[src/rtl/core/bfp_pkg.sv]
// Shared types and constants for the grayscale bilateral filter core.
// No dependencies; imported by every module of the core.
package bfp_pkg;

    localparam int IMAGE_SIDE    = 128;
    localparam int COORD_W       = $clog2(IMAGE_SIDE);
    localparam int ADDR_W        = 2 * COORD_W;
    localparam int MAX_DIAMETER  = 7;
    localparam int HALF_MAX      = MAX_DIAMETER / 2;
    localparam int SPATIAL_DEPTH = 2 * HALF_MAX * HALF_MAX + 1;
    localparam int DIST_W        = $clog2(SPATIAL_DEPTH);
    localparam int RANGE_DEPTH   = 256;
    localparam int WEIGHT_BITS   = 16;
    localparam int WT_W          = 2 * WEIGHT_BITS;
    localparam int WSUM_W        = WT_W + 6;
    localparam int ACC_W         = WT_W + 8 + 6;
    localparam int QDEPTH        = 2;

    localparam logic [1:0] KIND_PIXEL   = 2'd0;
    localparam logic [1:0] KIND_RANGE   = 2'd1;
    localparam logic [1:0] KIND_SPATIAL = 2'd2;
    localparam logic [1:0] KIND_FILTER  = 2'd3;

    localparam logic [1:0] CFG_WIDTH    = 2'd0;
    localparam logic [1:0] CFG_HEIGHT   = 2'd1;
    localparam logic [1:0] CFG_DIAMETER = 2'd2;

    typedef struct packed {
        logic [1:0]         kind;
        logic [COORD_W-1:0] x;
        logic [COORD_W-1:0] y;
        logic [7:0]         idx;
        logic [15:0]        val;
    } req_t;

    typedef struct packed {
        logic [7:0] width;
        logic [7:0] height;
        logic [2:0] diameter;
    } cfg_t;

    typedef struct packed {
        logic [1:0] count;
    } front_stat_t;

    typedef struct packed {
        logic busy;
    } back_stat_t;

endpackage

[src/rtl/core/bfp_front.sv]
// Front end: accepts requests and holds them in a short queue for the back end.
// Depends on bfp_pkg.
module bfp_front
    import bfp_pkg::*;
(
    input  logic               clk,
    input  logic               rst_n,
    input  logic               in_valid,
    output logic               in_stall,
    input  logic [1:0]         kind,
    input  logic [COORD_W-1:0] pixel_x,
    input  logic [COORD_W-1:0] pixel_y,
    input  logic [7:0]         table_index,
    input  logic [15:0]        write_value,
    output logic               head_valid,
    output req_t               head,
    input  logic               pop,
    output front_stat_t        stat
);

    req_t       q_mem [QDEPTH];
    logic       wr_ptr_reg, wr_ptr_next;
    logic       rd_ptr_reg, rd_ptr_next;
    logic [1:0] count_reg, count_next;
    logic       push;
    req_t       req_in;

    assign in_stall   = (count_reg == 2'(QDEPTH));
    assign push       = in_valid && !in_stall;
    assign head_valid = (count_reg != 2'd0);
    assign head       = q_mem[rd_ptr_reg];
    assign stat.count = count_reg;

    // Pixel writes keep only the byte; weights keep WEIGHT_BITS bits.
    always_comb
    begin
        req_in.kind = kind;
        req_in.x    = pixel_x;
        req_in.y    = pixel_y;
        req_in.idx  = table_index;
        req_in.val  = (kind == KIND_PIXEL) ? {8'd0, write_value[7:0]} : write_value;
    end

    always_comb
    begin
        wr_ptr_next = push ? !wr_ptr_reg : wr_ptr_reg;
        rd_ptr_next = pop ? !rd_ptr_reg : rd_ptr_reg;
        count_next  = count_reg + 2'(push) - 2'(pop);
    end

    always_ff @(posedge clk)
    begin
        if (push)
        begin
            q_mem[wr_ptr_reg] <= req_in;
        end
    end

    always_ff @(posedge clk or negedge rst_n)
    begin
        if (!rst_n)
        begin
            wr_ptr_reg <= 1'b0;
            rd_ptr_reg <= 1'b0;
            count_reg  <= 2'd0;
        end
        else
        begin
            wr_ptr_reg <= wr_ptr_next;
            rd_ptr_reg <= rd_ptr_next;
            count_reg  <= count_next;
        end
    end

endmodule

[config.mk]
export PLATFORM = sky130hd
export DESIGN_NAME = bfp_front
export DESIGN_NICKNAME = d
export VERILOG_FILES = /design/src/rtl/core/bfp_pkg.sv /design/src/rtl/core/bfp_front.sv
export SDC_FILE = /design/constraint.sdc
export NUM_CORES = 1
export LEC_CHECK = 0
export ABC_AREA = 1
export BUFFER_PORTS_ARGS = -buffer_cell sky130_fd_sc_hd__buf_4
export CORE_MARGIN = 2
export CORE_UTILIZATION = 36
export CTS_CLUSTER_DIAMETER = 80
export DETAILED_ROUTE_END_ITERATION = 7
export MAX_ROUTING_LAYER = met4
export PLACE_DENSITY = 0.58
export SLEW_MARGIN = 5
export SYNTH_ARGS = -nofsm -noshare
export SYNTH_HDL_FRONTEND = slang
export SYNTH_SLANG_ARGS = --single-unit
[constraint.sdc]
create_clock -name clk -period 3.2 [get_ports clk]
set_clock_uncertainty 0.1 [all_clocks]
set_input_delay 0.32 -clock clk [delete_from_list [all_inputs] [get_ports clk]]
set_output_delay 0.32 -clock clk [all_outputs]
set_load 0.01 [all_outputs]
Yosys cells after proc, flatten, opt, wreduce, memory -nomap -nowiden
Memories as Yosys holds them, arrays and structs flattened.
Cells that the tools add are included.
Widths: inputs -> output; s select.
{"block": "totals", "regBits": 4, "ramBits": 80, "input_bits": 44, "word_cells": 16, "n_memories": 1}
{"block": "classes", "addsub": 2, "eq_ne": 1, "mux": 3, "reduce_logical": 6}
{"name": "q_mem", "depth": 2, "word_bits": 40, "read_ports": 1, "rd_ports_with_merged_regs": 0, "write_ports": 1, "line": "bfp_front.sv:21", "text": "req_t q_mem [QDEPTH];"}
{"op": "$mux 16", "count": 1}
{"op": "$logic_not 1->1", "count": 3}
{"op": "$add 2x1->2", "count": 1}
{"op": "$eq 2x2->1 const B", "count": 1}
{"op": "$logic_not 2->1", "count": 1}
{"op": "$mux 1", "count": 2}
{"op": "$reduce_bool 2->1", "count": 1}
{"op": "$sub 2x1->2", "count": 1}
{"op": "$logic_and 1x1->1", "count": 1}

Logic depth before layout (Yosys ltp)
{"block": "logic_depth", "word_depth": 5, "ltp_mapped": 9}

Worst setup path before layout
No wires, ideal clock.
{"block": "synth_timing", "kind": "flip-flop to flip-flop", "startpoint": "register count_reg[0] (netlist: stat[0])", "endpoint": "memory q_mem[1][0] (netlist bit), enable pin", "setup_time_ns": 0.437, "arrival_time_ns": 2.320, "t_required_ns": 2.663, "path_slack_ns": 0.343, "stages_incl_launch_ff": 5, "n_path_buf": 0, "synth_period_minus_slack_ns": 2.857, "path_cell_list": "dfrtp_1 > inv_1 > nand2_1 > nand2_1 > nor2_1"}
{"block": "synth_via", "elab_chain_cells": 5}
{"element": "from (decl)", "line": "bfp_front.sv:24", "text": "logic [1:0] count_reg, count_next;"}
{"element": "from (signal assigned)", "line": "bfp_front.sv:71", "text": "count_reg <= count_next;"}
{"element": "$eq 2x2->1", "line": "bfp_front.sv:28", "text": "assign in_stall = (count_reg == 2'(QDEPTH));"}
{"element": "$logic_not 1->1", "line": "bfp_front.sv:29", "text": "assign push = in_valid && !in_stall;"}
{"element": "$logic_and 1x1->1", "line": "bfp_front.sv:29"}
{"element": "$mux 1", "line": "bfp_front.sv:53", "text": "if (push)"}
{"element": "$mux 1 (not written as such)", "line": "bfp_front.sv:55", "text": "q_mem[wr_ptr_reg] <= req_in;"}
{"element": "to (decl)", "line": "bfp_front.sv:21"}
No other way between the ends.

==> results.sh <==
export IMPL_maxSlewViolCount=0
export IMPL_initial_core_util_pct=37.2
export IMPL_clk_path_buf_depth=2
export IMPL_hold_path_class="in -> reg"
export IMPL_fin_crit_sh_pct=74.8
export IMPL_drive_above_1_share_pct=41.4
export IMPL_drt_iter0_markers=82
export IMPL_cts_root_buf="clkbuf_8"
export IMPL_path_class="reg -> out"
export IMPL_routedWlPerCell_um=12.0
export IMPL_synth_ff_type="edfxtp_1"
export IMPL_die_w_um=102
export IMPL_cts_tree="done"
export IMPL_post_cts_buffers=0
export IMPL_yosys_warnings=0
export IMPL_critPathLaunchType="flip-flop"
export IMPL_timing_rr_start="stat[1]$_DFF_PN0_"
export IMPL_dp_cells=462
export IMPL_stdcell_count=479
export IMPL_cp_max_fo=81
export IMPL_grt_start_max_net_pins=82
export IMPL_synth_top_area_share_pct=70.0
export IMPL_io_buffers=87
export IMPL_gp_congestion=0.749
export IMPL_synth_edf_count=80
export IMPL_critPathCaptureType="output pin"
export IMPL_leakage_nw=1.88
export IMPL_status="finished, final reports clean"
export IMPL_syn_cell_area_um2=3430
export IMPL_fillers=852
export IMPL_synth_area_leaders="edfxtp_1, o21ai_2, inv_1"
export IMPL_vias_per_cell=4.23
export IMPL_p_per_area_nw_per_um2=859
export IMPL_crit_slowest_cell="dfrtp_4"
export IMPL_rsz0062_at_grt="no"
export IMPL_fmax_mhz=418
export IMPL_synthArstFlopShare_pct=4.76
export IMPL_hold_violations=0
export IMPL_setup_viol=0
export IMPL_clk_pin_slew_ns=0.09
export IMPL_required_ns=2.78
export IMPL_grt_first_pass_wirelength_um=8890
export IMPL_fin_setup_tns_ns=0
export IMPL_grt_pass1_vias=1865
export IMPL_ant_nets=0
export IMPL_ir_drop_mv=0.700
export IMPL_slew_limit_headroom_pct=28.5
export IMPL_grt_usage_pct=12.1
export IMPL_synth_cell_types=10
export IMPL_antenna_found_initial=0
export IMPL_top_register="q_mem"
export IMPL_overflow=0
export IMPL_max_slew_worst_pin_slew_ns=1.07
export IMPL_fin_nets=391
export IMPL_max_stage_delay_ns=1.14
export IMPL_ys_seq_area_share_pct=72.9
export IMPL_antenna_cells=0
export IMPL_fp_coreArea_um2=9240
export IMPL_crit_start="rd_ptr_reg$_DFFE_PN0P_"
export IMPL_area_delta_synth_final_pct=27.2
export IMPL_synth_most_common_cell="edfxtp_1"
export IMPL_insertion_delay_ns=0.35
export IMPL_arrival_ns=1.97
export IMPL_wirelength_um=5740
export IMPL_route_detailed_drc=0
export IMPL_period_needed_ns=2.39
export IMPL_cts_sinks=84
export IMPL_path_cells="nand2_1, o21ai_2, buf_4"
export IMPL_hpwl_um=3560
export IMPL_die_area_um2=10300
export IMPL_drt_pass1_iter_count=4
export IMPL_cap_violations=0
export IMPL_avgSynthCellArea_um2=13.5
export IMPL_synth_largest_area_cell="edfxtp_1"
export IMPL_syn_nets=300
export IMPL_cts_made_buffers=9
export IMPL_top_level_ports=88
export IMPL_cts_max_level=3
export IMPL_fp_dieH_um=102
export IMPL_syn_inst=254
export IMPL_vias=2027
export IMPL_synth_commonest_cells="edfxtp_1, inv_1, nand2_1, o21ai_2, nor2_1"
export IMPL_rows=35
export IMPL_min_delay_start="pixel_x[0]"
export IMPL_largest_reg_flops=80
export IMPL_synth_seq_cells=84
-- per-layer routing --
metal	wire length [um]	global-route usage (%)
met5	0	-
met4	41	4.57
met3	414	5.59
met2	2730	17.8
met1	2560	14.5
-- critical path: cells and delay by family, from the launching register on --
kind            cells  cell delay, ns
buf+inv             1            0.15
simple gates        1            0.15
flops               1            1.14
compound gates      1            0.13
-- what timing repair did --
action                    CTS  global route
hold endpoints to repair    4             0
hold buffers                1             0
gates resized for setup     0             0
-- through the flow --
| stage | cell area (um^2) | utilization (%) | hold slack, ns | total power, mW | worst slack, ns |
|---|---|---|---|---|---|
| floorplan | 3430 | - | -0.0756 | 2.54 | 0.343 |
| global placement | 4170 | 45.1 | 0.0202 | 3.06 | 1.20 |
| global route | 4370 | 47.3 | 0.0175 | 4.01 | 0.646 |
| finish | 4370 | 47.3 | 0.0456 | 3.75 | 0.808 |
| CTS | 4370 | 47.3 | 0.0292 | 3.82 | 0.780 |
| detailed placement | 4170 | 45.1 | 0.0192 | 3.08 | 1.18 |
-- cells in the final DEF (no fill, tap or decap), drive strengths merged --
master,instances
ha,2
nor2,10
bufinv,1
nand2,50
buf,88
clkbuf,9
clkinv,5
clkinvlp,1
o21ai,40
inv,56
edfxtp,80
dfrtp,4
nand3,2
dlygate4sd3,1
xor2,1
-- path summary, 6_finish.rpt --
path,endpoint,slack [ns],cells past startpoint
min in group asynchronous,stat[0]$_DFF_PN0_,0.18,2
max in group asynchronous,rd_ptr_reg$_DFFE_PN0P_,2.70,2
hold / removal,q_mem[1][31]$_DFFE_PP_,0.05,1
hold reg to reg,wr_ptr_reg$_DFFE_PN0P_,0.38,2
setup reg to reg,q_mem[1][33]$_DFFE_PP_,1.33,4
setup / recovery,head[6],0.81,3
-- where the power goes --
group / switching [mW] / total [mW] / leakage, nW / internal [mW]
Combinational: 0.649 / 1.25 / 0.993 / 0.603
Sequential: 0.256 / 1.76 / 0.793 / 1.51
Clock: 0.381 / 0.738 / 0.0943 / 0.357
Total: 1.29 / 3.75 / 1.88 / 2.46
-- logic make-up after synthesis --
family	share of synthesized area, %
AND/OR/NAND/NOR	6.85
flip-flops	72.9
buffers and inverters	9.07
AO/OA/AOI/OAI	10.2
adder cells (fa/ha/maj)	0.729
XOR/XNOR	0.255
-- area by class of cell --
cell class	instances	area, um^2	share of cell area [%]
Multi-Input combinational cell	105	627	14.4
Timing Repair Buffer	89	671	15.4
Clock inverter	7	67.6	1.55
Inverter	56	210	4.81
Tap cell	129	161	3.70
Clock buffer	9	124	2.84
Sequential cell	84	2510	57.4
(Power assumes the default switching activity.)
